==> config.mk <==
export PLATFORM = sky130hd
export DESIGN_NAME = tlsb_back
export DESIGN_NICKNAME = d
export VERILOG_FILES = /design/src/tlsb_pkg.sv /design/src/tlsb_back.sv
export SDC_FILE = /design/constraint.sdc
export NUM_CORES = 2
export LEC_CHECK = 0
export ABC_CLOCK_PERIOD_IN_PS = 12800
export BUFFER_PORTS_ARGS = -buffer_cell sky130_fd_sc_hd__clkbuf_2
export CAP_MARGIN = 20
export CORE_UTILIZATION = 50
export DETAILED_ROUTE_END_ITERATION = 10
export GPL_ROUTABILITY_DRIVEN = 0
export PLACE_DENSITY = 0.67
export SLEW_MARGIN = 25
export SYNTH_ARGS = -nofsm -noshare
export SYNTH_HDL_FRONTEND = slang
export SYNTH_SLANG_ARGS = --single-unit
==> constraint.sdc <==
create_clock -name clk -period 12.8 [get_ports clk]
set_input_delay 2.56 -clock clk [delete_from_list [all_inputs] [get_ports clk]]
set_output_delay 2.56 -clock clk [all_outputs]
set_load 0.005 [all_outputs]
==> src/tlsb_pkg.sv <==
`default_nettype none

package tlsb_pkg;

  localparam int WORD_BITS   = 64;
  localparam int WORD_COUNT  = 64;
  localparam int POS_W       = $clog2(WORD_BITS);
  localparam int WIDX_W      = $clog2(WORD_COUNT);
  localparam int OP_W        = 2;
  localparam int INDEX_W     = 12;
  localparam int COUNT_W     = 13;
  localparam int QUEUE_DEPTH = 2;
  localparam int QPTR_W      = (QUEUE_DEPTH > 1) ? $clog2(QUEUE_DEPTH) : 1;
  localparam int QCNT_W      = $clog2(QUEUE_DEPTH + 1);

  // Operation codes as they arrive on the input channel.
  localparam logic [OP_W-1:0] OPC_SET   = 2'd0;
  localparam logic [OP_W-1:0] OPC_CLEAR = 2'd1;
  localparam logic [OP_W-1:0] OPC_GET   = 2'd2;

  typedef enum logic [1:0] {
    OPK_SET,
    OPK_CLEAR,
    OPK_GET
  } op_kind_t;

  typedef struct packed {
    op_kind_t          kind;
    logic [WIDX_W-1:0] word;
    logic [POS_W-1:0]  pos;
  } item_t;

  typedef struct packed {
    logic full;
    logic empty;
  } q_status_t;

  typedef enum logic {
    BK_IDLE,
    BK_EXEC
  } back_state_t;

endpackage

`default_nettype wire

==> src/tlsb_back.sv <==
`default_nettype none

module tlsb_back (
  input  wire logic                          clk,
  input  wire logic                          rst_n,
  input  wire tlsb_pkg::q_status_t           q_status,
  input  wire tlsb_pkg::item_t               q_head,
  output logic                               q_pop,
  output logic                               out_valid,
  input  wire logic                          out_stall,
  output logic                               out_bit_was_set,
  output logic [tlsb_pkg::COUNT_W-1:0]       out_set_count
);
  import tlsb_pkg::*;

  back_state_t          state_r;
  back_state_t          state_nxt;
  item_t                item_r;
  logic [WORD_BITS-1:0] word_mem [WORD_COUNT];
  logic [WORD_BITS-1:0] rd_data_r;
  logic [WORD_COUNT-1:0] summary_r;
  logic [WORD_COUNT-1:0] summary_nxt;
  logic [COUNT_W-1:0]   population_r;
  logic [COUNT_W-1:0]   population_nxt;
  logic                 out_valid_r;
  logic                 out_valid_nxt;
  logic                 out_bit_was_set_r;
  logic [COUNT_W-1:0]   out_set_count_r;

  logic                 rd_en;
  logic                 wr_en;
  logic                 finish;
  logic                 slot_free;
  logic                 live;
  logic                 was;
  logic [WORD_BITS-1:0] bmask;
  logic [WORD_COUNT-1:0] wmask;
  logic [WORD_BITS-1:0] word_new;

  assign out_valid       = out_valid_r;
  assign out_bit_was_set = out_bit_was_set_r;
  assign out_set_count   = out_set_count_r;

  assign slot_free = !out_valid_r || !out_stall;
  assign bmask     = {{(WORD_BITS-1){1'b0}}, 1'b1} << item_r.pos;
  assign wmask     = {{(WORD_COUNT-1){1'b0}}, 1'b1} << item_r.word;
  assign live      = summary_r[item_r.word];
  // A word whose summary bit is clear reads as empty whatever the store holds.
  assign was       = live && rd_data_r[item_r.pos];

  // Next state.
  always_comb begin
    state_nxt = state_r;
    unique case (state_r)
      BK_IDLE: if (!q_status.empty) state_nxt = BK_EXEC;
      BK_EXEC: if (slot_free) state_nxt = BK_IDLE;
      default: state_nxt = BK_IDLE;
    endcase
  end

  // Outputs of the sequencer.
  always_comb begin
    q_pop  = 1'b0;
    rd_en  = 1'b0;
    finish = 1'b0;
    unique case (state_r)
      BK_IDLE: begin
        q_pop = !q_status.empty;
        rd_en = !q_status.empty;
      end
      BK_EXEC: finish = slot_free;
      default: ;
    endcase
  end

  always_comb begin
    word_new       = rd_data_r;
    wr_en          = 1'b0;
    summary_nxt    = summary_r;
    population_nxt = population_r;
    if (finish) begin
      case (item_r.kind)
        OPK_SET: begin
          if (!was) begin
            // An empty word is written fresh, so stale contents never leak in.
            word_new       = live ? (rd_data_r | bmask) : bmask;
            wr_en          = 1'b1;
            summary_nxt    = summary_r | wmask;
            population_nxt = population_r + COUNT_W'(1);
          end
        end
        OPK_CLEAR: begin
          if (was) begin
            word_new       = rd_data_r & ~bmask;
            wr_en          = 1'b1;
            population_nxt = population_r - COUNT_W'(1);
            if (word_new == '0) begin
              summary_nxt = summary_r & ~wmask;
            end
          end
        end
        default: ;
      endcase
    end
  end

  assign out_valid_nxt = finish || (out_valid_r && out_stall);

  always_ff @(posedge clk) begin
    if (!rst_n) begin
      state_r      <= BK_IDLE;
      summary_r    <= '0;
      population_r <= '0;
      out_valid_r  <= 1'b0;
    end else begin
      state_r      <= state_nxt;
      summary_r    <= summary_nxt;
      population_r <= population_nxt;
      out_valid_r  <= out_valid_nxt;
    end
  end

  always_ff @(posedge clk) begin
    if (q_pop) begin
      item_r <= q_head;
    end
    if (finish) begin
      out_bit_was_set_r <= was;
      out_set_count_r   <= population_nxt;
    end
  end

  always_ff @(posedge clk) begin
    if (rd_en) begin
      rd_data_r <= word_mem[q_head.word];
    end
    if (wr_en) begin
      word_mem[item_r.word] <= word_new;
    end
  end

endmodule

`default_nettype wire

Yosys cells after proc, flatten, opt, wreduce, memory -nomap -nowiden
Memories as Yosys holds them, arrays and structs flattened. A register that Yosys moved wholly into a read port is not among the register bits.
Cells that the tools add are included.

storage, ports and cells
  flip-flop bits (word level) = 107
  bits in writable memories = 4096
  input port bits = 19
  logic and storage cells = 66
  memories kept = 1

memories
  name      depth  width  read ports  clocked after Yosys merged registers in  wr ports  line             source
  word_mem  64     64     1           1                                        1         tlsb_back.sv:19  logic [WORD_BITS-1:0] word_mem [WORD_COUNT];

cells by class
  add/subtract/negate cells = 2
  $lt $le $gt $ge = 2
  equality and inequality tests = 4
  shift operators = 2
  multiplexer cells = 28
  bitwise operators = 7
  reductions and logical operators = 11

operators with widths
  kind                     count
  $mux W64                 7
  $pmux W64 S2             2
  $and A64 B64 Y64         2
  $not A64 Y64             2
  $or A64 B64 Y64          2
  $shl A1 B6 Y64 const A   2
  $logic_not A64 Y1        1
  $mux W13                 3
  $pmux W13 S2             1
  $lt A6 B7 Y1 const B     2
  $add A13 B1 Y13 const B  1
  $sub A13 B1 Y13 const B  1
  $bmux W1 S6              2
  $mux W1                  11
  $ne A2 B2 Y1 const B     3
  $reduce_and A5 Y1        1
  $pmux W1 S2              2
  $logic_not A1 Y1         3
  $eq A2 B1 Y1 const B     1
  $logic_and A1 B1 Y1      2
  $logic_not A2 Y1         1
  $logic_or A1 B1 Y1       2
  $reduce_bool A2 Y1       1
  $not A1 Y1               1

Depth between registers and ports, before layout
  depth in word-level cells = 8
  mapped depth = 14
  depth with buffers taken out = 9

Worst setup path before layout
No wires, ideal clock.

  path kind = input to output
  start point = input q_status[0] (netlist name)
  end point = output q_pop
  arrival = 5.882 ns
  data required time = 10.240 ns
  path slack = 4.358 ns
  cell stages on the path = 1
  buffers on the path = 0
  path through = nor2_1

between the ends
  longest elaborated chain between the ends = 2

RTL lines
  item              line             source
  from (decl)       tlsb_back.sv:6   input wire tlsb_pkg::q_status_t q_status,
  $logic_not A1 Y1  tlsb_back.sv:68  q_pop = !q_status.empty;
  $mux W1           tlsb_back.sv:66  unique case (state_r)
  to (decl)         tlsb_back.sv:8   output logic q_pop,

No other way between the ends.

Worst setup path after layout
  start point = register item_r[0] (netlist name)
  end point = memory word_mem[12][59] (enable)

between the ends
  longest elaborated chain between the ends = 8
  elaborated cells between the ends (all ways) = 9
  classes of those cells = mux (8); reduce/logical (1)

RTL lines
  item                             line                              source
  from (decl)                      tlsb_back.sv:18                   item_t item_r;
  from (signal assigned)           tlsb_back.sv:125                  item_r <= q_head;
  $bmux W1 S6 *                    tlsb_back.sv:49                   assign was = live && rd_data_r[item_r.pos];
  $mux W1 (implied by the code) *  tlsb_back.sv:49
  $logic_and A1 B1 Y1 *            tlsb_back.sv:49
  $mux W1 (on tied branches)       tlsb_back.sv:93, tlsb_back.sv:84
  $pmux W1 S2 *                    tlsb_back.sv:82                   case (item_r.kind)
  $mux W1 *                        tlsb_back.sv:81                   if (finish) begin
  $mux W1 *                        tlsb_back.sv:137                  if (wr_en) begin
  $mux W1 (implied by the code) *  tlsb_back.sv:138                  word_mem[item_r.word] <= word_new;
  to (decl)                        tlsb_back.sv:19

Every way passes the cells marked *; elsewhere a longest branch is shown, timed or not. The select of a mux whose other input is x is not followed.

==> results by group <==
Critical path
  • Worst EP required: 13.34 ns
  • Critical Path Source: item_r[0]$_DFFE_PP_
  • Critical Path AT: 7.99 ns
  • Critical R2R Launch: item_r[0]$_DFFE_PP_
  • Setup CP Type: register to register
  • Setup crit end kind: register
  • CP startpoint kind: register
  • CP Max Fanout: 37

STA
  • RSZ-0062 raised after global routing: no
  • Min cycle time layout: 7.46 ns
  • Max frequency: 0.134 GHz
  • Slew Viols, Final: 0
  • Hold Vio Cnt, Final: 0
  • Setup TNS: 0 ns
  • Fin crit share: 58.2%
  • Final setup fails: 0
  • Worst slew pin tran: 1.15 ns
  • Rel. slew slack: 23.2%
  • Final Skew: 0.0737 ns

Cells and area
  • Ratio of cells with drive above 1 in the final layout: 31.2%
  • Register cell area after layout: 0.127 mm^2
  • Finished Layout Cells: 12000
  • Total Nets Final: 7273
  • Area Growth Syn to Fin: 12.8%
  • Number of fill cells: 23100
  • Area of the multi-input gates: 0.0374 mm^2

Pwr
  • VDD IR max: 0.132 mV
  • Combinational fraction of design power: 5.6%
  • Sw Ratio: 21.5%
  • NetSw: 6380 uW
  • Int Pwr: 23400 uW
  • Clock power share: 41.5%
  • Power Density: 159 mW/mm^2
  • Share of power burned in registers: 52.9%
  • Leak Pwr: 0.0574 uW

Clock network
  • Post_cts resized: 0
  • Clock Tree Buf Depth: 4
  • Post-CTS setup buffers: 0
  • Htree depth: 5
  • CTS tree: yes
  • CTS Root Cell: clkbuf_16
  • Clock Sinks: 4267
  • CTS buffer count: 419
  • CTS Hold Bufs: 0
  • Clk Latency, worst-skew pair: 0.99 ns
  • Clock-pin slew on the worst setup and hold paths: 0.06 ns

Die
  • Starting density of the core: 50.4%
  • Row cnt: 210
  • Die Width: 577 um
  • Placeable Area: 0.328 mm^2
  • Die Area: 0.333 mm^2
  • Die H: 577 um
  • Io pins: 35

Synth
  • Area leader, netlist: edfxtp_1
  • Synthesized instance count: 6962
  • Ys async rst share: 0%
  • #FFs+latches synth: 4267
  • Primary FF master, synth: edfxtp_1
  • Sequential fraction of the synthesis area: 77.0%
  • Area share of the largest cell type after synthesis: 76.0%
  • Syn Nets: 6983
  • Post-synth EDFFs: 4188
  • Mean post-synth cell area: 23.8 um^2
  • Synth Cell Area: 0.165 mm^2
  • Post-synth top cells: edfxtp_1 (4188), mux4_2 (1374), clkbuf_1 (323)
  • Synth area leaders: edfxtp_1 (76%), mux4_2 (19%), dfxtp_1 (0.96%)
  • Synth cell types: 75
  • Count leader, synth: edfxtp_1
  • Synth Warn #: 0

Global route
  • Vias in the first global route: 78900
  • Antenna violations before repair: 14
  • Pin count of the biggest net entering global routing: 153
  • GRT Overall Usage: 26.2%
  • Total global routing overflow: 0
  • First-pass GRT wire length: 609000 um

Drt
  • Via count: 79900
  • Initial detailed-routing violation count: 12300
  • WL per Instance: 36.5 um
  • Max Used Layer: met5
  • Routed met1 length: 166000 um
  • WL final: 437000 um
  • Vias/cell: 6.68
  • Routed Antenna Nets: 0
  • DRC viols: 0
  • DR WL met2: 211000 um
  • First-pass DRT Iterations: 8
  • WL met3: 42400 um

Outcome
  • Status: completed

Placed design
  • HPWL after detailed placement: 223000 um
  • Placed cell count: 11200
  • I/O Buffers: 33

Hold path
  • HP Class: register to register

Job
  • Max-cap violations: 0
[kinds of logic (layout without fill, tap and decap cells)]
logic type,after synthesis,in the layout,synth area share (%)
compound gates,466,466,1.76
xor+xnor,12,12,0.0635
fa+ha+maj,2,2,0.0151
buf+inv,411,1052,0.938
flops,4267,4267,77.0
mux,1406,1406,18.9
other cells,0,2,0
simple gates,398,398,1.32
[per-layer routing]
layer / GRT usage, % / vias up
li1: - / 30800
met1: 37.0 / 43200
met2: 41.8 / 4886
met3: 4.16 / 905
met4: 9.52 / 6
met5: 0 / -
[flip-flops by register name, summed over array words and instances (netlist names), named ones only]
name and count:
item_r 14, out_bit_was_set 1, out_set_count 13, out_valid 1, population_r 13, rd_data_r 64, state_r 1, word_mem 4096
[area by class of cell]
class / instances / share of cell area (%)
diodes: 2 / 0.00268
clock buffers: 537 / 5.95
clock inverters: 235 / 1.37
inverters: 11 / 0.0221
multi-input cells: 2284 / 20.1
flip-flops and latches: 4267 / 68.3
well taps: 4346 / 2.92
repair buffers: 269 / 1.38
[critical path, cell delays in order (launching register included)]
cell and delay (ns):
edfxtp_1 0.33, buf_4 0.43, mux4_2 0.37, o22ai_1 0.08, or4_1 0.51, nor2_1 0.77
nand3_1 0.53, inv_2 0.13, buf_4 0.60, xnor2_1 0.34, nor4b_4 0.88, and2_4 0.95
buf_4 0.86
[per-stage QoR]
step / area [um^2] / hold WS (ns) / util [%] / power (uW) / setup WS, ns
after global placement: 172000 / 0.462 / 52.5 / 17600 / 5.57
after global routing: 187000 / 0.497 / 56.8 / 30400 / 5.35
after detailed placement: 173000 / 0.467 / 52.6 / 17700 / 5.53
after floorplan: 165000 / 0.448 / - / 17100 / 4.36
final: 187000 / 0.481 / 56.8 / 29700 / 5.34
after CTS: 186000 / 0.484 / 56.8 / 29800 / 5.46
[power groups by stage]
stage / Sequential [uW] / Clock (uW) / Combinational (uW)
6_report: 15700 / 12300 / 1670
5_1_grt: 15700 / 12900 / 1760
3_5_place_dp: 16000 / 0 / 1670
3_3_place_gp: 16000 / 0 / 1600
4_1_cts: 15700 / 12400 / 1670
2_1_floorplan: 16100 / 0 / 1040
[worst paths after layout]
check	endpoint	slack (ns)	depth (start not counted)
max reg2reg	word_mem[12][59]$_DFFE_PP_	5.34	12
min	register	0.48	1
max	word_mem[12][59]$_DFFE_PP_	5.34	12
min reg2reg	register	0.48	1
[cells in the final DEF, fill, tap and decap left out, drive strengths merged, types with 10 or more instances in the layout]
master,netlist,layout
edfxtp,4188,4188
a21oi,112,112
inv,10,20
dfxtp,79,79
nor3,36,36
nand2b,19,19
nand3,13,13
clkinvlp,0,11
clkinv,1,168
buf,77,241
o21ai,153,153
nand2,87,87
o21a,77,77
and2,71,71
mux2i,23,23
clkbuf,323,565
nor2,83,83
o22ai,15,15
or4,10,10
nor4,10,10
o31ai,11,11
a221oi,13,13
mux4,1374,1374
bufinv,0,47
a22oi,17,17
Power figures use the tool's default switching activity.
