## src/tlsb_pkg.sv

```systemverilog
`default_nettype none

package tlsb_pkg;

  localparam int WORD_BITS   = 64;
  localparam int WORD_COUNT  = 64;
  localparam int POS_W       = $clog2(WORD_BITS);
  localparam int WIDX_W      = $clog2(WORD_COUNT);
  localparam int OP_W        = 2;
  localparam int INDEX_W     = 12;
  localparam int COUNT_W     = 13;
  localparam int QUEUE_DEPTH = 2;
  localparam int QPTR_W      = (QUEUE_DEPTH > 1) ? $clog2(QUEUE_DEPTH) : 1;
  localparam int QCNT_W      = $clog2(QUEUE_DEPTH + 1);

  // Operation codes as they arrive on the input channel.
  localparam logic [OP_W-1:0] OPC_SET   = 2'd0;
  localparam logic [OP_W-1:0] OPC_CLEAR = 2'd1;
  localparam logic [OP_W-1:0] OPC_GET   = 2'd2;

  typedef enum logic [1:0] {
    OPK_SET,
    OPK_CLEAR,
    OPK_GET
  } op_kind_t;

  typedef struct packed {
    op_kind_t          kind;
    logic [WIDX_W-1:0] word;
    logic [POS_W-1:0]  pos;
  } item_t;

  typedef struct packed {
    logic full;
    logic empty;
  } q_status_t;

  typedef enum logic {
    BK_IDLE,
    BK_EXEC
  } back_state_t;

endpackage

`default_nettype wire

```

## src/tlsb_queue.sv

```systemverilog
`default_nettype none

module tlsb_queue (
  input  wire logic                clk,
  input  wire logic                rst_n,
  input  wire logic                push,
  input  wire tlsb_pkg::item_t     push_item,
  input  wire logic                pop,
  output tlsb_pkg::item_t          head_item,
  output tlsb_pkg::q_status_t      status
);
  import tlsb_pkg::*;

  item_t             q_mem [QUEUE_DEPTH];
  logic [QPTR_W-1:0] wr_ptr_r;
  logic [QPTR_W-1:0] wr_ptr_nxt;
  logic [QPTR_W-1:0] rd_ptr_r;
  logic [QPTR_W-1:0] rd_ptr_nxt;
  logic [QCNT_W-1:0] count_r;
  logic [QCNT_W-1:0] count_nxt;
  logic              do_push;
  logic              do_pop;

  assign status.full  = (count_r == QCNT_W'(QUEUE_DEPTH));
  assign status.empty = (count_r == '0);
  assign do_push      = push && !status.full;
  assign do_pop       = pop && !status.empty;
  assign head_item    = q_mem[rd_ptr_r];

  always_comb begin
    wr_ptr_nxt = wr_ptr_r;
    rd_ptr_nxt = rd_ptr_r;
    count_nxt  = count_r;
    if (do_push) begin
      wr_ptr_nxt = (wr_ptr_r == QPTR_W'(QUEUE_DEPTH - 1)) ? '0 : wr_ptr_r + QPTR_W'(1);
    end
    if (do_pop) begin
      rd_ptr_nxt = (rd_ptr_r == QPTR_W'(QUEUE_DEPTH - 1)) ? '0 : rd_ptr_r + QPTR_W'(1);
    end
    if (do_push && !do_pop) begin
      count_nxt = count_r + QCNT_W'(1);
    end else if (do_pop && !do_push) begin
      count_nxt = count_r - QCNT_W'(1);
    end
  end

  always_ff @(posedge clk) begin
    if (!rst_n) begin
      wr_ptr_r <= '0;
      rd_ptr_r <= '0;
      count_r  <= '0;
    end else begin
      wr_ptr_r <= wr_ptr_nxt;
      rd_ptr_r <= rd_ptr_nxt;
      count_r  <= count_nxt;
    end
  end

  always_ff @(posedge clk) begin
    if (do_push) begin
      q_mem[wr_ptr_r] <= push_item;
    end
  end

endmodule

`default_nettype wire

```

## config.mk

```make
export PLATFORM = sky130hd
export DESIGN_NAME = tlsb_queue
export DESIGN_NICKNAME = d
export VERILOG_FILES = /design/src/tlsb_pkg.sv /design/src/tlsb_queue.sv
export SDC_FILE = /design/constraint.sdc
export NUM_CORES = 1
export LEC_CHECK = 0
export ABC_AREA = 1
export BUFFER_PORTS_ARGS = -buffer_cell sky130_fd_sc_hd__buf_2
export CORE_MARGIN = 2
export CORE_UTILIZATION = 35
export DETAILED_ROUTE_END_ITERATION = 10
export PLACE_DENSITY_LB_ADDON = 0.3
export SLEW_MARGIN = 10
export SYNTH_ARGS = -nofsm -noshare
export SYNTH_HDL_FRONTEND = slang
export SYNTH_SLANG_ARGS = --single-unit
```

## constraint.sdc

```tcl
create_clock -name clk -period 3.6 [get_ports clk]
set_input_delay 0.72 -clock clk [delete_from_list [all_inputs] [get_ports clk]]
set_output_delay 0.72 -clock clk [all_outputs]
set_load 0.05 [all_outputs]
```

# Yosys cells after proc, flatten, opt, wreduce, memory -nomap -nowiden
# Memory sizes are Yosys's and may differ from the RTL's. A register that Yosys moved wholly into a read port is not among the register bits.
# Index checks and enable logic that the tools add are counted.
# W data, S select, Z words.
# word_totals
out_inout_bits	16
ram_bits	28
mem_count	1
in_bits	18
ff_bits	4
elab_cells	27
# classes
n_addsub	4
reduce_logical	10
n_eq_ne	1
mux	8
# memory_table
name	words	width	read_ports	rd_ports_with_merged_regs	wr	line_no	text
q_mem	2	14	1	1	1	tlsb_queue.sv:14	item_t q_mem [QUEUE_DEPTH];
# ops
op	n
$mux W1	6
$logic_and A1 B1 Y1	4
$logic_not A1 Y1	4
$mux W2	2
$add A1 B1 Y1 const B	2
$add A2 B1 Y2 const B	1
$eq A2 B2 Y1 const B	1
$logic_not A2 Y1	1
$reduce_bool A2 Y1	1
$sub A2 B1 Y2 const B	1

# Longest topological paths before layout
# Gate-level depths: netlist of run 1.
# logic_depth
word_depth	7
mapped_depth	10

# Worst setup path after synthesis of run 1
# Ideal clock, no wire load.
# synth_timing
path_kind	register to register
startpoint	register count_r[0]
endpoint	register count_r[1]
synth_period_minus_slack_ns	1.847
required_time_ns	3.536
arrival_time_ns	1.783
path_stages_with_launch	10
setup_ns	0.064
setup_slack_ns	1.753
path_buffers	0
cell_sequence	dfxtp_1 nor2_1 nor2_1 inv_1 ha_1 inv_1 nand3_1 nand2_1 inv_1 nor2_1
# synth_lines
element	line_no	text
from (decl)	tlsb_queue.sv:19	logic [QCNT_W-1:0] count_r;
from (signal assigned)	tlsb_queue.sv:55	count_r <= count_nxt;

==> metrics.cfg, run 1 <==
[yosys]
ys_top_cells_by_area=edfxtp_1 67%, mux2_2 13%, dfxtp_1 8.0%
synthArstFlopShare_pct=0
yosys.cell_count.top_type=edfxtp_1
synth_flop_cell=edfxtp_1
synth_top_area_share_pct=67.0
synthTopCellsByCount=28 x edfxtp_1, 14 x mux2_2, 11 x nor2_1
ys_ff_latch=33
synth_enable_flop_cells=28
yosysUniqueCellTypes=13
ys_seq_area_share_pct=75.0
syn-cell-area_sq_um=1250
syn_area_per_cell_sq_um=15.5
yosys.area.top_type=edfxtp_1
syn-num-nets=100
syn-instance-count=81
ys_warn_count=0

[global_route]
grt_max_degree=15
grt_first_pass_wirelength_mm=3.10
grt_pass1_vias=728
grt-ovfl-total=0
track_usage_pct=10.6
antenna_found_initial=0

[clocking]
cts_tree=yes
cts_buffers=5
post_cts_buffers=0
cts_max_level=2
clock_latency_ps=320
cts_resized=0
hold_buffers=0
clk_path_buf_depth=2
numClockSinks=33
clk_pin_slew_ps=90
ctsRootBufferMaster=clkbuf_4

[route]
drtAntennaViolNets=0
drtIter0Drc=11
drc=0
vias=731
dr.pass1.iters=4
routedWlPerCell_um=11.2
vias_per_cell=4.33
wirelength_mm=1.90

[timing]
setup_viol=0
fin_worst_skew_ps=6.73
rsz0062_at_grt=no
finalCriticalPeriod_ps=2370
period_share_pct=65.9
setup_tns_ps=0
slew_headroom_pct=54.8
worst_slack_ps=1230
drv_slew=0
max_freq_mhz=422
hold_viol=0
hold_ws_ps=510
worst_pin_slew_ps=676

[worst_setup_path]
rrSetupSlack_ps=1950
critical_path.max_fanout=14
cp_top_family=flip-flops
worstSetupPathType=reg2out
startpoint_type=flip-flop
regToRegEndpoint=q_mem[0][10]
cp.depth=2
cp_slowest_cell=dfxtp_1
cp.required_ps=2880
r2r-start=count_r[0]
ff2ff_path_depth=3
worstPathArrival_ps=1650
crit_chain=mux2_2, buf_2
crit_buf_inv=1
cpPeakStageDelay_ps=710
cp-end-kind=output port

[layout]
fill_cells=313
antennaDiodeCount=0
syn_to_final_growth_pct=24.0
layout.nets=141
fin_area_sq_um=1560
stdcell_count=169
drive_gt1_share_pct=45.5

[hold_path]
hp-start=rd_ptr_r
min_path_type=reg2reg
hold_end=rd_ptr_r
whs_path_depth=2

[placed_design]
place_congestion=0.634
postPlaceCellArea_sq_um=1480
post-dp-hpwl_mm=1.38
dp_slack_ps=1550
io_buffer_count=33
dp.cells=161

[outcome]
status=complete, no violations

[die]
coreArea_sq_um=3390
die_area_sq_um=4080
ios=34
rows=21
die_x_um=63.9
start_util_pct=37.0
fp.dieH_um=63.9

[power_and_ir_drop]
vdd_ir_drop_max_mv=0.362
p_leak_nw=0.625
powerDensity_nw_per_um2=784

[flow_run]
drv_cap=0

## sequential cells by signal, summed over array words and instances (netlist names), named ones only
register / flops
rd_ptr_r: 1
count_r: 2
wr_ptr_r: 1
q_mem: 28
## worst register-to-register path, cell delays in order (launching register included)
cell and delay (ps):
dfxtp_1 430, o21ai_2 110, nor2_1 530, buf_4 290
## worst max-delay path by stage
stage,from,endpoint,slack (ps)
2_1_floorplan,count_r[0],count_r[1],1750
3_3_place_gp,flip-flop,head_item[5],1540
3_5_place_dp,flip-flop,head_item[5],1550
4_1_cts,flip-flop,head_item[5],1180
5_1_grt,flip-flop,head_item[6],1090
6_report,flip-flop,head_item[4],1230
## cell families after synthesis
kind of cell	after synthesis	share of synthesized area (%)
fa+ha+maj	1	0.997
buf+inv	10	3.59
simple gates	19	5.98
flops	33	75.0
mux	14	12.6
compound gates	4	1.89
## placed cells by master (no fill, tap or decap)
cell type / instances
a21oi_1: 1
buf_2: 33
buf_4: 2
bufinv_16: 1
clkbuf_1: 1
clkbuf_4: 5
clkinv_1: 1
dfxtp_1: 5
edfxtp_1: 28
ha_1: 1
inv_1: 9
mux2_2: 14
nand2_1: 6
nand3_1: 1
nand4_1: 1
nor2_1: 11
o21ai_0: 2
o21ai_2: 1
## area by class of cell
class | count | area, sq um | share of cell area [%]
clock inverters | 2 | 33.8 | 2.17
flip-flops and latches | 33 | 941 | 60.5
well taps | 46 | 57.6 | 3.70
repair buffers | 35 | 180 | 11.6
clock buffers | 6 | 41.3 | 2.65
inverters | 9 | 33.8 | 2.17
multi-input cells | 38 | 269 | 17.3
## power breakdown
part | leakage (nW) | total, mW | switching, mW | internal, mW
sequential | 0.303 | 0.523 | 0.0378 | 0.485
clock | 0.0399 | 0.256 | 0.112 | 0.144
combinational | 0.282 | 0.441 | 0.316 | 0.125
## through the flow
step | util (%) | total power, mW
3_5_place_dp | 43.7 | 0.978
6_report | 45.9 | 1.22
3_3_place_gp | 43.7 | 0.970
4_1_cts | 45.9 | 1.24
2_1_floorplan | - | 0.883
5_1_grt | 45.9 | 1.29
## per-layer routing
layer	GRT usage (%)	vias to the layer above	share of wire (%)
met5	0	-	0
met4	6.52	0	2.5
met3	6.34	5	9.5
met2	15.4	25	45
met1	11.7	331	43
li1	-	370	-
No activity file was read; power rests on OpenSTA's default activity.
==> inputs of run 2 (changes only) <==
- ABC_AREA: 1 -> 0
- clock period: 3.6 -> 2.4 ns (I/O delays scaled with it)
==> run 2 against run 1 <==
  * Worst setup slack worse by 980 ps
  * Clock-buffer cell count is the same
  * Sequential share of layout area up 1.7 points
  * Non-clock buffer count is 1 lower
  * Clock power up 9.4%
  * Register-to-register slack got worse by 1200 ps
  * Wire length rose by 6.1%
  * Die area down 1.3%
  * Critical endpoint is now head_item[6]
==> metrics.cfg, run 2 <==
[outcome]
status=complete, no violations  ; unchanged

[layout]
top_register=q_mem  ; unchanged
drive_gt1_share_pct=52.3  ; was 45.5%
antennaDiodeCount=0  ; unchanged
post-route-util_pct=45.0  ; was 45.9%
largest_reg_flops=28  ; unchanged
top_regs=q_mem x28, count_r x2  ; unchanged
final_cell_mix=33 x buf_2, 28 x edfxtp_1, 14 x mux2_2, 5 x dfxtp_1, 5 x clkbuf_4  ; was 33 x buf_2, 28 x edfxtp_1, 14 x mux2_2, 11 x nor2_1, 9 x inv_1
mostFrequentLayoutCell=buf_2  ; unchanged
layout.nets=127  ; was 141
syn_to_final_growth_pct=22.3  ; was 24.0%

[flow_run]
drv_cap=0  ; unchanged

[global_route]
antenna_found_initial=0  ; unchanged
grt_use_met3_pct=6.07  ; was 6.34%
grt-ovfl-total=0  ; unchanged
grt_first_pass_wirelength_mm=3.21  ; was 3.10 mm
grt_max_degree=15  ; unchanged
busiest_layer=met2  ; unchanged
grtUsageMet2_pct=17.4  ; was 15.4%
track_usage_pct=11.0  ; was 10.6%
use_met1_pct=12.0  ; was 11.7%
grt_pass1_vias=699  ; was 728

[clocking]
clock_latency_ps=320  ; about the same
cts_resized=0  ; unchanged
ctsRootBufferMaster=clkbuf_4  ; unchanged
cts_tree=yes  ; unchanged
cts_buffers=5  ; unchanged
cts_max_level=2  ; unchanged
numClockSinks=33  ; unchanged
post_cts_buffers=0  ; unchanged
clk_pin_slew_ps=90  ; about the same
hold_buffers=0  ; unchanged
clk_path_buf_depth=2  ; unchanged

[yosys]
syn-instance-count=68  ; was 81
yosys.area.top_type=edfxtp_1  ; unchanged
syn-num-nets=87  ; was 100
syn-cell-area_sq_um=1240  ; was 1250 sq um
ys_top_cells_by_area=edfxtp_1 68%, mux2_2 13%, dfxtp_1 8.1%  ; was edfxtp_1 67%, mux2_2 13%, dfxtp_1 8.0%
syn_area_per_cell_sq_um=18.2  ; was 15.5 sq um
synthArstFlopShare_pct=0  ; unchanged
yosys.cell_count.top_type=edfxtp_1  ; unchanged
synthTopCellsByCount=28 x edfxtp_1, 14 x mux2_2, 5 x dfxtp_1  ; was 28 x edfxtp_1, 14 x mux2_2, 11 x nor2_1
synth_top_area_share_pct=67.9  ; was 67.0%
ys_ff_latch=33  ; unchanged
synth_enable_flop_cells=28  ; unchanged
yosysUniqueCellTypes=20  ; was 13
synth_flop_cell=edfxtp_1  ; unchanged
ys_warn_count=0  ; unchanged
ys_seq_area_share_pct=76.0  ; was 75.0%

[die]
die_x_um=63.5  ; was 63.9 um
rows=21  ; unchanged
start_util_pct=36.8  ; was 37.0%
ios=34  ; unchanged
fp.dieH_um=63.5  ; was 63.9 um
die_area_sq_um=4030  ; was 4080 sq um
coreArea_sq_um=3360  ; was 3390 sq um

[timing]
rsz0062_at_grt=no  ; unchanged
fin_worst_skew_ps=3.44  ; was 6.73 ps
hold_viol=0  ; unchanged
hold_ws_ps=342  ; was 510 ps
setup_tns_ps=0  ; unchanged
setup_viol=0  ; unchanged
slew_headroom_pct=55.0  ; was 54.8%
worst_pin_slew_ps=676  ; about the same
finalCriticalPeriod_ps=2150
drv_slew=0  ; unchanged
max_freq_mhz=465
period_share_pct=89.5

[route]
dr.pass1.iters=4  ; unchanged
wirelength_mm=2.02  ; was 1.90 mm
drtIter0Drc=29  ; was 11
drc=0  ; unchanged
vias_per_cell=4.45  ; was 4.33
routedWlPerCell_um=13.0  ; was 11.2 um
vias=689  ; was 731
drtAntennaViolNets=0  ; unchanged

[hold_path]
hp-start=push_item[10]  ; was rd_ptr_r
min_path_type=in2reg  ; was reg2reg

[worst_setup_path]
cpPeakStageDelay_ps=720  ; was 710 ps
crit_chain=mux2_2, buf_2  ; unchanged
cp-end-kind=output port  ; unchanged
cp.required_ps=1920  ; was 2880 ps
crit_buf_inv=1  ; unchanged
cp_top_family=flip-flops  ; unchanged
startpoint_type=flip-flop  ; unchanged
rrSetupSlack_ps=730  ; was 1950 ps
worstSetupPathType=reg2out  ; unchanged
cp_slowest_cell=dfxtp_1  ; unchanged
critical_path.max_fanout=14  ; unchanged
r2r-start=count_r[0]  ; unchanged
worstPathArrival_ps=1670  ; was 1650 ps

[placed_design]
io_buffer_count=33  ; unchanged
place_congestion=0.619  ; was 0.634
post-dp-hpwl_mm=1.40  ; was 1.38 mm

[power_and_ir_drop]
powerDensity_nw_per_um2=1180  ; was 784 nW/um^2
vdd_ir_drop_max_mv=0.612  ; was 0.362 mV
p_leak_nw=0.582  ; was 0.625 nW
clkPwrFrac_pct=15.6  ; was 21.0%
p_seq_share_pct=44.3  ; was 42.9%
p_sw_share_pct=40.8  ; was 38.1%
internal-power_mw=1.06  ; was 755 uW
switchingPower_uw=730  ; was 465 uW
pwr-share-comb_pct=40.1  ; was 36.2%

[run 2: changes by cell type in the layout (fill, tap and decap cells not counted), moves of 2 or more]
cell,change
nand2_1,-6
inv_1,-8
nor2_1,-9
xnor2_1,+2
and2_1,+3
clkinv_2,+2
[run 2: final timing paths]
path | depth (start not counted) | end
hold / removal | 1 | q_mem[1][10]
setup / recovery | 2 | head_item[6]
hold reg to reg | 2 | count_r[1]
setup reg to reg | 6 | count_r[1]
[run 2: stage by stage]
stage	setup slack, ps	cell area (sq um)	cells	total power [mW]
after CTS	203	1510	155	1.81
after floorplan	700	1240	68	1.37
after global routing	130	1510	155	1.88
after detailed placement	576	1460	147	1.53
after global placement	567	1460	147	1.51
final	251	1510	155	1.79
[run 2: layout make-up]
type / instances / area (sq um)
fill: 339 / 1850
sequential: 33 / 941
multi-input combinational: 32 / 284
timing repair buffer: 34 / 173
tap: 46 / 57.6
clock buffer: 6 / 41.3
clock inverter: 2 / 10.0
inverter: 2 / 7.51
[run 2: cells by family (layout without fill, tap and decap cells)]
family,count (synthesis),count (layout),synth area share (%)
buf+inv,3,44,1.01
flops,33,33,76.0
fa+ha+maj,1,1,1.01
simple gates,9,9,4.45
xor+xnor,3,3,2.12
compound gates,5,5,2.63
mux,14,14,12.7
[run 2: worst register-to-register path, delay by kind of cell, from the launching register on]
| family | cells | cell delay [ps] |
|---|---|---|
| AND/OR/NAND/NOR | 3 | 680 |
| flip-flops | 1 | 420 |
| adder cells (fa/ha/maj) | 1 | 280 |
| AO/OA/AOI/OAI | 1 | 170 |
| buffers and inverters | 1 | 60 |
[run 2: power by group through the flow]
stage	clock, mW	combinational [mW]	sequential (mW)
after floorplan	0	0.596	0.773
after global placement	0	0.707	0.804
after detailed placement	0	0.721	0.807
after CTS	0.295	0.723	0.795
after global routing	0.315	0.761	0.807
final	0.280	0.718	0.793
[run 2: per-layer routing]
metal	up-vias	wire length (um)
met3	5	179
met5	-	0
met1	323	841
met2	25	960
met4	0	36
li1	336	-
