File: src/tlsb_pkg.sv
`default_nettype none

package tlsb_pkg;

  localparam int WORD_BITS   = 64;
  localparam int WORD_COUNT  = 64;
  localparam int POS_W       = $clog2(WORD_BITS);
  localparam int WIDX_W      = $clog2(WORD_COUNT);
  localparam int OP_W        = 2;
  localparam int INDEX_W     = 12;
  localparam int COUNT_W     = 13;
  localparam int QUEUE_DEPTH = 2;
  localparam int QPTR_W      = (QUEUE_DEPTH > 1) ? $clog2(QUEUE_DEPTH) : 1;
  localparam int QCNT_W      = $clog2(QUEUE_DEPTH + 1);

  // Operation codes as they arrive on the input channel.
  localparam logic [OP_W-1:0] OPC_SET   = 2'd0;
  localparam logic [OP_W-1:0] OPC_CLEAR = 2'd1;
  localparam logic [OP_W-1:0] OPC_GET   = 2'd2;

  typedef enum logic [1:0] {
    OPK_SET,
    OPK_CLEAR,
    OPK_GET
  } op_kind_t;

  typedef struct packed {
    op_kind_t          kind;
    logic [WIDX_W-1:0] word;
    logic [POS_W-1:0]  pos;
  } item_t;

  typedef struct packed {
    logic full;
    logic empty;
  } q_status_t;

  typedef enum logic {
    BK_IDLE,
    BK_EXEC
  } back_state_t;

endpackage

`default_nettype wire

File: src/tlsb_front.sv
`default_nettype none

module tlsb_front (
  input  wire logic                        clk,
  input  wire logic                        rst_n,
  input  wire logic                        in_valid,
  output logic                             in_stall,
  input  wire logic [tlsb_pkg::OP_W-1:0]   in_op,
  input  wire logic [tlsb_pkg::INDEX_W-1:0] in_bit_index,
  input  wire tlsb_pkg::q_status_t         q_status,
  output logic                             q_push,
  output tlsb_pkg::item_t                  q_item
);
  import tlsb_pkg::*;

  logic   front_valid_r;
  logic   front_valid_nxt;
  item_t  front_item_r;
  item_t  front_item_nxt;
  logic   in_take;

  assign q_push   = front_valid_r && !q_status.full;
  assign in_stall = front_valid_r && q_status.full;
  assign in_take  = in_valid && !in_stall;
  assign q_item   = front_item_r;

  // Unused operation codes behave as a read.
  always_comb begin
    unique case (in_op)
      OPC_SET:   front_item_nxt.kind = OPK_SET;
      OPC_CLEAR: front_item_nxt.kind = OPK_CLEAR;
      OPC_GET:   front_item_nxt.kind = OPK_GET;
      default:   front_item_nxt.kind = OPK_GET;
    endcase
    front_item_nxt.word = WIDX_W'((in_bit_index / WORD_BITS) % WORD_COUNT);
    front_item_nxt.pos  = POS_W'(in_bit_index % WORD_BITS);
  end

  assign front_valid_nxt = in_take || (front_valid_r && !q_push);

  always_ff @(posedge clk) begin
    if (!rst_n) begin
      front_valid_r <= 1'b0;
    end else begin
      front_valid_r <= front_valid_nxt;
    end
  end

  always_ff @(posedge clk) begin
    if (in_take) begin
      front_item_r <= front_item_nxt;
    end
  end

endmodule

`default_nettype wire

File: config.mk
export PLATFORM = sky130hd
export DESIGN_NAME = tlsb_front
export DESIGN_NICKNAME = d
export VERILOG_FILES = /design/src/tlsb_pkg.sv /design/src/tlsb_front.sv
export SDC_FILE = /design/constraint.sdc
export NUM_CORES = 1
export LEC_CHECK = 0
export BUFFER_PORTS_ARGS = -buffer_cell sky130_fd_sc_hd__buf_2
export CORE_MARGIN = 8
export CORE_UTILIZATION = 33
export DETAILED_ROUTE_END_ITERATION = 16
export PLACE_DENSITY_LB_ADDON = 0.2
export RECOVER_POWER = 50
export SKIP_CTS_REPAIR_TIMING = 1
export SKIP_LAST_GASP = 1
export SYNTH_ARGS = -nofsm -noshare
export SYNTH_HDL_FRONTEND = slang
export SYNTH_SLANG_ARGS = --single-unit
export TNS_END_PERCENT = 5
File: constraint.sdc
create_clock -name clk -period 1.7 [get_ports clk]
set_clock_uncertainty 0.15 [all_clocks]
set_input_delay 0.17 -clock clk [delete_from_list [all_inputs] [get_ports clk]]
set_output_delay 0.17 -clock clk [all_outputs]
set_load 0.01 [all_outputs]
# Word-level counts from Yosys, hierarchy flattened
# Cells that the tools add are included.
[totals]
register_bits = 15
in_bits = 19
out_inout_bits = 16
elab_cells = 15
[classes]
n_eq_ne = 1
muxes = 1
n_reduce_logical = 9
[ops]
columns = ["operator", "n"]
rows = [
  ["1-bit logical AND", 4],
  ["2-bit one-hot mux with 2 select lines", 1],
  ["1-bit logical NOT", 3],
  ["2-bit by 1-bit equality test with 1-bit output (second input constant)", 1],
  ["2-bit logical NOT", 1],
  ["1-bit logical OR", 1],
]

# Logic depth before layout (Yosys ltp)
# Gate-level depths: netlist (run 1).
[depth]
word_depth = 5
ltp_mapped = 2
depth_no_buf = 2

# Worst setup path after synthesis (run 1)
# No wires, ideal clock.
[synth_path]
path_kind = "register to register"
start = "register front_valid_r"
end = "register front_item_r, in the netlist q_item[0] (enable)"
setup_ps = 386
arrival_ps = 1101
required_ps = 1164
path_slack_ps = 63
stages_incl_launch_ff = 3
path_buffers = 0
period_less_slack_ps = 1637
cell_sequence = "dfxtp_1 and2_4 nor2b_1"
[synth_between]
elab_chain_len = 3
[synth_lines]
columns = ["element", "line", "source"]
rows = [
  ["start, declared", "tlsb_front.sv:16", "logic front_valid_r;"],
  ["start signal, assigned", "tlsb_front.sv:45", "front_valid_r <= front_valid_nxt;"],
  ["1-bit logical AND", "tlsb_front.sv:23", "assign in_stall = front_valid_r && q_status.full;"],
  ["via in_stall", "tlsb_front.sv:7", "output logic in_stall,"],
  ["1-bit logical NOT", "tlsb_front.sv:24", "assign in_take = in_valid && !in_stall;"],
  ["1-bit logical AND", "tlsb_front.sv:24", ""],
  ["via in_take", "tlsb_front.sv:20", "logic in_take;"],
  ["end signal, assigned", "tlsb_front.sv:51", "front_item_r <= front_item_nxt;"],
  ["end, declared", "tlsb_front.sv:18", "item_t front_item_r;"],
]
# The timed path passes the listed nets, and every way through them passes these cells.
# A chain may end at the register's enable or synchronous reset.

# Worst setup path after layout (run 1)
[layout_path]
start = "input port rst_n"
end = "register front_valid_r"
[layout_lines]
columns = ["element", "line", "source"]
rows = [
  ["start, declared", "tlsb_front.sv:5", "input wire logic rst_n,"],
]
# No word-level cell between the ends.

==> results of run 1 <==
-- cells in the final DEF (no fill, tap or decap) --
| cell | instances |
|---|---|
| nor2b_1 | 2 |
| and2_4 | 1 |
| buf_4 | 1 |
| clkbuf_4 | 3 |
| clkbuf_1 | 12 |
| edfxtp_1 | 14 |
| and2b_1 | 1 |
| o21a_1 | 1 |
| dfxtp_1 | 1 |
| dlygate4sd3_1 | 15 |
| buf_2 | 22 |
-- registers in the layout (all words and copies together), names as in the netlist --
signal / cells
q_item: 14
front_valid_r: 1
-- area by class of cell --
| cell class | count | area [sq um] |
|---|---|---|
| Sequential cell | 15 | 440 |
| Timing Repair Buffer | 49 | 309 |
| Tap cell | 15 | 18.8 |
| Multi-Input combinational cell | 5 | 36.3 |
| Fill cell | 126 | 503 |
| Clock buffer | 4 | 26.3 |
-- power by group through the flow --
stage          sequential (mW)  clock, mW  combinational [mW]
3_5_place_dp             0.442          0              0.0710
3_3_place_gp             0.441          0              0.0680
6_report                 0.434      0.194              0.0921
4_1_cts                  0.434      0.203              0.0710
2_1_floorplan            0.454          0              0.0136
5_1_grt                  0.436      0.218               0.102
-- cell families after synthesis --
kind of cell / share of synthesized area
AND/OR/NAND/NOR: 0.0599
AO/OA/AOI/OAI: 0.0156
buffers and inverters: 0.00781
flip-flops: 0.917
-- worst paths after layout --
| kind | startpoint | endpoint | depth (start not counted) |
|---|---|---|---|
| worst min-delay path | in_op[0] | q_item[12] | 2 |
| worst min register to register | front_valid_r | q_item[13] | 3 |
| worst max register to register | front_valid_r | front_valid_r | 3 |
| worst max-delay path | rst_n | front_valid_r | 4 |
-- layer usage --
metal	global-route usage	routed length, um	up-vias
li1	-	-	182
met1	0.0804	443	162
met2	0.143	616	20
met3	0.0441	150	0
met4	0.0369	0	0
met5	0	0	-
-- synthesized netlist by cell type --
cell type / count
and2_4: 1
and2b_1: 1
clkbuf_1: 1
dfxtp_1: 1
edfxtp_1: 14
nor2b_1: 2
o21a_1: 1
-- worst max-delay path, stage by stage --
cell and delay (ns):
dlygate4sd3_1 0.54, buf_2 0.12, o21a_1 0.09, dlygate4sd3_1 0.55
-- through the flow --
stage | power [mW] | cells | setup slack, ns | util
2_1_floorplan | 0.468 | 21 | 0.0630 | -
5_1_grt | 0.756 | 88 | 0.241 | 0.623
3_5_place_dp | 0.513 | 69 | 0.476 | 0.501
6_report | 0.720 | 88 | 0.244 | 0.623
4_1_cts | 0.708 | 73 | 0.474 | 0.521
3_3_place_gp | 0.509 | 69 | 0.498 | 0.501
==> flow_summary.ini, run 1 <==
[detailed_routing]
drtPass1Iterations = 3
postRouteWirelength_mm = 1.21
remaining_number_of_nets_flagged_by_the_antenna_check_after_routing = 0
detailroute.via_count = 364
detail_route.drc_violations = 0
drt-initial-drc-count = 6
avgRoutedWirePerCell_um = 13.8
vias_per_cell = 4.14

[global_routing]
number_of_global_route_vias_before_repair = 374
gr-usage-all-layers = 0.0830
wire_length_of_the_first_global_routing_pass_mm = 1.71
global_route.overflow_total = 0
grt_max_degree = 15
initial_antenna_violation_count = 0

[sta]
hold-worst-slack_ns = 0.0460
final.min_clock_period_ns = 1.46
tns_ns = 0
final_hold_viol_count = 0
count_of_final_setup_violators = 0
rsz0062_at_grt = false
slew_headroom = 0.877
post-route-period-util = 0.856
max_slew.worst_pin.slew_ns = 0.184
slew_viol_final = 0
timing.fmax_ghz = 0.687

[run_status]
outcome = finished clean

[cts]
clockRootBuffer = clkbuf_4
clkSinkCount = 15
worstSkewPairLatency_ns = 0.27
clkSlewWorstSetupHoldPaths_ns = 0.09
cts_buffers = 3
htree_levels = 1
clock_path_buffers = 2
cts_tree = built

[power_and_ir_drop]
p_sw_frac = 0.206
p_comb_frac = 0.128
power.density_nw_per_um2 = 866
p_int_mw = 0.572
power_leakage_nw = 0.347
share_of_power_burned_in_the_clock_network = 0.270
share_seq_of_total_power = 0.602
max-vdd-ir-drop_uv = 423
power_switching_mw = 0.148

[placed_design]
placed_area_sq_um = 668
weighted_congestion_at_the_end_of_routability_driven_global_placement = 0.564
place.port_buffers = 33

[worst_setup_path]
crit_type = input pin to register
critPathArrivalTime_ns = 1.47
crit_path_max_fanout = 1
required_time_at_the_endpoint_of_the_critical_path_ns = 1.71
timing.critical_path.from_type = input pin
setup.reg_to_reg.worst_slack_ns = 0.29
setup.worst_path.end_class = register

[finish]
antennaDiodeCount = 0
layout.nets = 93
layout-area-overhead-vs-synth_pct = 72.9
share_of_cells_above_drive_strength_1 = 0.370
stdcell_area_sq_um = 831

[logic_synthesis]
post_synth_num_cell_types = 7
yosysWarningCount = 0
synthCells = 21
netlist_top_cells_area = edfxtp_1 88%, dfxtp_1 4.2%, nor2b_1 2.6%
synth_sequential_area_ratio = 0.917
synth_largest_area_cell = edfxtp_1
post_synthesis_average_cell_area_sq_um = 22.9
synth_top_area_frac = 0.875
post_synth_instance_area_sq_um = 480
syn_nets = 40
synth.ff_latch_count = 15

[min_path]
timing.hold.worst.class = input pin to register

[die]
die_height_um = 54.2
fp.coreArea_sq_um = 1330
floorplan.initialDensity = 0.360
fp.dieArea_sq_um = 2930
ios = 35
die_width_um = 54.2
placementRows = 13

[flow_run]
maxCapViolCount = 0
Note: power is estimated with default switching activity, not from simulation.
==> inputs of run 2 (changes only) <==
Settings changed: CELL_PAD_IN_SITES_DETAIL_PLACEMENT set to 1, CELL_PAD_IN_SITES_GLOBAL_PLACEMENT set to 2, CORE_MARGIN 8 to unset, CORE_UTILIZATION 33 to 21.
==> run 2 against run 1 <==
Effect of this change:
- critical path depth unchanged
- maximum frequency increased by 0.82%
- worst hold slack got worse by 0.0055 ns
- first-iteration DRC count decreased by 100%
- power increased by 0.39%
- sequential share of layout area decreased by 1.2 points
- routed wire length decreased by 12%
==> flow_summary.ini, run 2 (synthesized netlist as in run 1, its figures left out) <==
[run_status]
outcome = finished clean

[detailed_routing]
postRouteWirelength_mm = 1.07
drtPass1Iterations = 1
vias_per_cell = 3.73
avgRoutedWirePerCell_um = 10.7
detailroute.via_count = 373
drt-initial-drc-count = 0
remaining_number_of_nets_flagged_by_the_antenna_check_after_routing = 0
detail_route.drc_violations = 0

[cts]
clock_path_buffers = 2
clockRootBuffer = clkbuf_4
clkSlewWorstSetupHoldPaths_ns = 0.09
cts_tree = built
clkSinkCount = 15
worstSkewPairLatency_ns = 0.27
cts_buffers = 3
htree_levels = 1

[power_and_ir_drop]
power.density_nw_per_um2 = 851
max-vdd-ir-drop_uv = 443
power_leakage_nw = 0.355
totalPowerFinal_mw = 0.723

[finish]
share_of_cells_above_drive_strength_1 = 0.411
multiInputGateArea_sq_um = 36.3
layout-area-overhead-vs-synth_pct = 76.8
layout.nets = 93
filler_cell_count = 243
largest_reg_flops = 14
antennaDiodeCount = 0
commonest_non_fill_non_tap_cell_in_the_layout = buf_2
stdcell_area_sq_um = 850
seqCellArea_sq_um = 440
most-common-layout-cells = 24 x buf_2, 15 x dlygate4sd3_1, 14 x edfxtp_1

[die]
ios = 35
floorplan.initialDensity = 0.233
die_height_um = 49.8
placementRows = 16
die_width_um = 49.8
fp.coreArea_sq_um = 2060
fp.dieArea_sq_um = 2480

[worst_setup_path]
timing.critical_path.from_type = input pin
critPathArrivalTime_ns = 1.46
required_time_at_the_endpoint_of_the_critical_path_ns = 1.71
setup.worst_path.end_class = register
crit_type = input pin to register
crit_path_max_fanout = 1

[sta]
count_of_final_setup_violators = 0
hold-worst-slack_ns = 0.0405
final.setup.worst_slack_ns = 0.256
final.min_clock_period_ns = 1.44
tns_ns = 0
rsz0062_at_grt = false
post-route-period-util = 0.849
slew_headroom = 0.879
max_slew.worst_pin.slew_ns = 0.181
slew_viol_final = 0
timing.fmax_ghz = 0.693
final_hold_viol_count = 0

[global_routing]
gr-usage-all-layers = 0.0777
global_route.overflow_total = 0
number_of_global_route_vias_before_repair = 310
initial_antenna_violation_count = 0
wire_length_of_the_first_global_routing_pass_mm = 1.35
grt_max_degree = 15

[placed_design]
place_ws_ns = 0.473
placed_area_sq_um = 683
place.port_buffers = 33
weighted_congestion_at_the_end_of_routability_driven_global_placement = 0.622

[flow_run]
maxCapViolCount = 0

[min_path]
timing.hold.worst.class = input pin to register
run 2: path summary, 6_finish.rpt:
check                start             to  slack, ns  depth (start not counted)
max                  rst_n  front_valid_r       0.26                          4
min               in_op[0]     q_item[12]       0.04                          2
max reg2reg  front_valid_r  front_valid_r       0.28                          3
min reg2reg  front_valid_r      q_item[8]       0.73                          3
run 2: routing by layer:
| metal | GRT usage | routed length [um] | up-vias |
|---|---|---|---|
| met1 | 0.0684 | 362 | 171 |
| li1 | - | - | 182 |
| met2 | 0.135 | 618 | 18 |
| met4 | 0.0571 | 8 | 0 |
| met5 | 0 | 0 | - |
| met3 | 0.0370 | 75 | 2 |
run 2: metrics by stage:
stage                     utilization  instances
after floorplan                     -         21
after global placement          0.331         81
after detailed placement        0.331         81
after CTS                       0.345         85
after global routing            0.412        100
final                           0.412        100
run 2: cell type report:
type / instances / area share
sequential: 15 / 0.518
clock buffer: 3 / 0.0265
timing repair buffer: 49 / 0.367
tap: 27 / 0.0398
clock inverter: 1 / 0.00589
multi-input combinational: 5 / 0.0427
run 2: critical path, cell delays in order:
cell           delay (ns)
dlygate4sd3_1        0.54
buf_2                0.12
o21a_1               0.09
dlygate4sd3_1        0.55
run 2: report_power, final:
part | internal (mW) | switching [mW]
clock network | 0.0871 | 0.110
logic | 0.0531 | 0.0390
registers | 0.429 | 0.00499
==> inputs of run 3 (changes only) <==
Settings changed: CORE_UTILIZATION 21 to 23.
Clock period 1.7 ns to 1.4 ns, I/O delays scaled along.
==> run 3 against run 2 <==
Effect of this change:
- routed wire length down 4.3%
- worst setup slack worse by 0.12 ns
- clock power up 21%
- combinational power is 22% higher
- core utilization rose by 2.2 points
- critical path depth is the same
- power is 21% higher
- final cell count is the same
- final area rose by 0.29%
- sequential cell count unchanged
- highest routed layer is now met3
==> flow_summary.ini, run 3 (synthesized netlist as in run 1, its figures left out) <==
[flow_run]
maxCapViolCount = 0

[cts]
clkSlewWorstSetupHoldPaths_ns = 0.08
cts_buffers = 3
htree_levels = 1
clockRootBuffer = clkbuf_4
clock_path_buffers = 2
worstSkewPairLatency_ns = 0.27
clkSinkCount = 15
cts_tree = built

[detailed_routing]
drtPass1Iterations = 3
vias_per_cell = 3.70
remaining_number_of_nets_flagged_by_the_antenna_check_after_routing = 0
detail_route.drc_violations = 0
drt-initial-drc-count = 5
detailroute.via_count = 370
postRouteWirelength_mm = 1.02
avgRoutedWirePerCell_um = 10.2

[finish]
largest_reg_flops = 14
layout-area-overhead-vs-synth_pct = 77.3
most-common-layout-cells = 25 x buf_2, 15 x dlygate4sd3_1, 14 x edfxtp_1
layout.nets = 93
share_of_cells_above_drive_strength_1 = 0.425
antennaDiodeCount = 0
fin_util = 0.434
commonest_non_fill_non_tap_cell_in_the_layout = buf_2

[min_path]
worst_hold_path.endpoint = q_item[12]
timing.hold.worst.class = input pin to register
min_path_cells = 2
min_from = in_op[0]

[sta]
final.setup.worst_slack_ns = 0.132
slew_headroom = 0.885
rsz0062_at_grt = false
final_hold_viol_count = 0
timing.fmax_ghz = 0.789
hold-worst-slack_ns = 0.0163
slew_viol_final = 0
count_of_final_setup_violators = 0
max_slew.worst_pin.slew_ns = 0.173
final.min_clock_period_ns = 1.27
tns_ns = 0
post-route-period-util = 0.906

[placed_design]
place_ws_ns = 0.196
weighted_congestion_at_the_end_of_routability_driven_global_placement = 0.589
place.port_buffers = 33

[worst_setup_path]
crit_type = input pin to register
required_time_at_the_endpoint_of_the_critical_path_ns = 1.23
worstReg2RegStart = front_valid_r
worst_path_dominant_cell_family = buffers and inverters
worst-path-buf-inv = 3
critical_path.reg2reg.endpoint = q_item[12]
critical_path.max_stage_delay_ns = 0.52
timing.critical_path.from_type = input pin
setup.reg_to_reg.worst_slack_ns = 0.20
worst_path_max_delay_cell = dlygate4sd3_1
critPathArrivalTime_ns = 1.09
crit_path_max_fanout = 14
setup.worst_path.end_class = register
r2r.worst_path.cells = 3
cp_cell_sequence = dlygate4sd3_1, buf_2, nor2b_2, buf_4

[global_routing]
grt_max_degree = 15
number_of_global_route_vias_before_repair = 293
wire_length_of_the_first_global_routing_pass_mm = 1.23
initial_antenna_violation_count = 0
global_route.overflow_total = 0
gr-usage-all-layers = 0.0833

[die]
die_height_um = 47.7
placementRows = 16
fp.coreArea_sq_um = 1960
fp.dieArea_sq_um = 2280
ios = 35
floorplan.initialDensity = 0.245
die_width_um = 47.7

[power_and_ir_drop]
max-vdd-ir-drop_uv = 433
totalPowerFinal_mw = 0.876
power_leakage_nw = 0.355
power.density_nw_per_um2 = 1030

[run_status]
outcome = finished clean
-- run 3: cell types whose count changed in the layout (fill, tap and decap cells not counted) --
cell	previous run	this run
buf_2	24	25
nor2b_1	2	1
nor2b_2	0	1
clkinv_2	1	0
-- run 3: routing by layer --
layer  global-route usage  part of all wire  up-vias
met3               0.0415             0.068        0
met4               0.0500                 0        0
met5                    0                 0        -
met1               0.0885              0.36      171
li1                     -                 -      182
met2                0.132              0.57       17
-- run 3: power by group --
part	internal [mW]	switching, mW
logic	0.0650	0.0468
registers	0.520	0.00600
clock network	0.110	0.128
-- run 3: final cells by class --
cell class / instances / area [sq um]
fillers: 230 / 1110
well taps: 27 / 33.8
multi-input cells: 5 / 38.8
repair buffers: 49 / 313
flip-flops and latches: 15 / 440
clock buffers: 4 / 26.3
-- run 3: how the worst max path moves through the flow --
stage                              from         end  slack [ns]  cells past startpoint
after floorplan           front_valid_r   q_item[0]        0.02                      2
after global placement    front_valid_r  q_item[11]        0.21                      3
after detailed placement  front_valid_r  q_item[13]        0.20                      3
after CTS                 front_valid_r   q_item[8]        0.18                      3
after global routing           in_valid   q_item[8]        0.07                      4
final                          in_valid  q_item[12]        0.13                      4
-- run 3: metrics by stage --
stage                     area, sq um  instances
after floorplan                   483         21
after global placement            686         81
after detailed placement          686         81
after CTS                         712         85
after global routing              852        100
final                             852        100
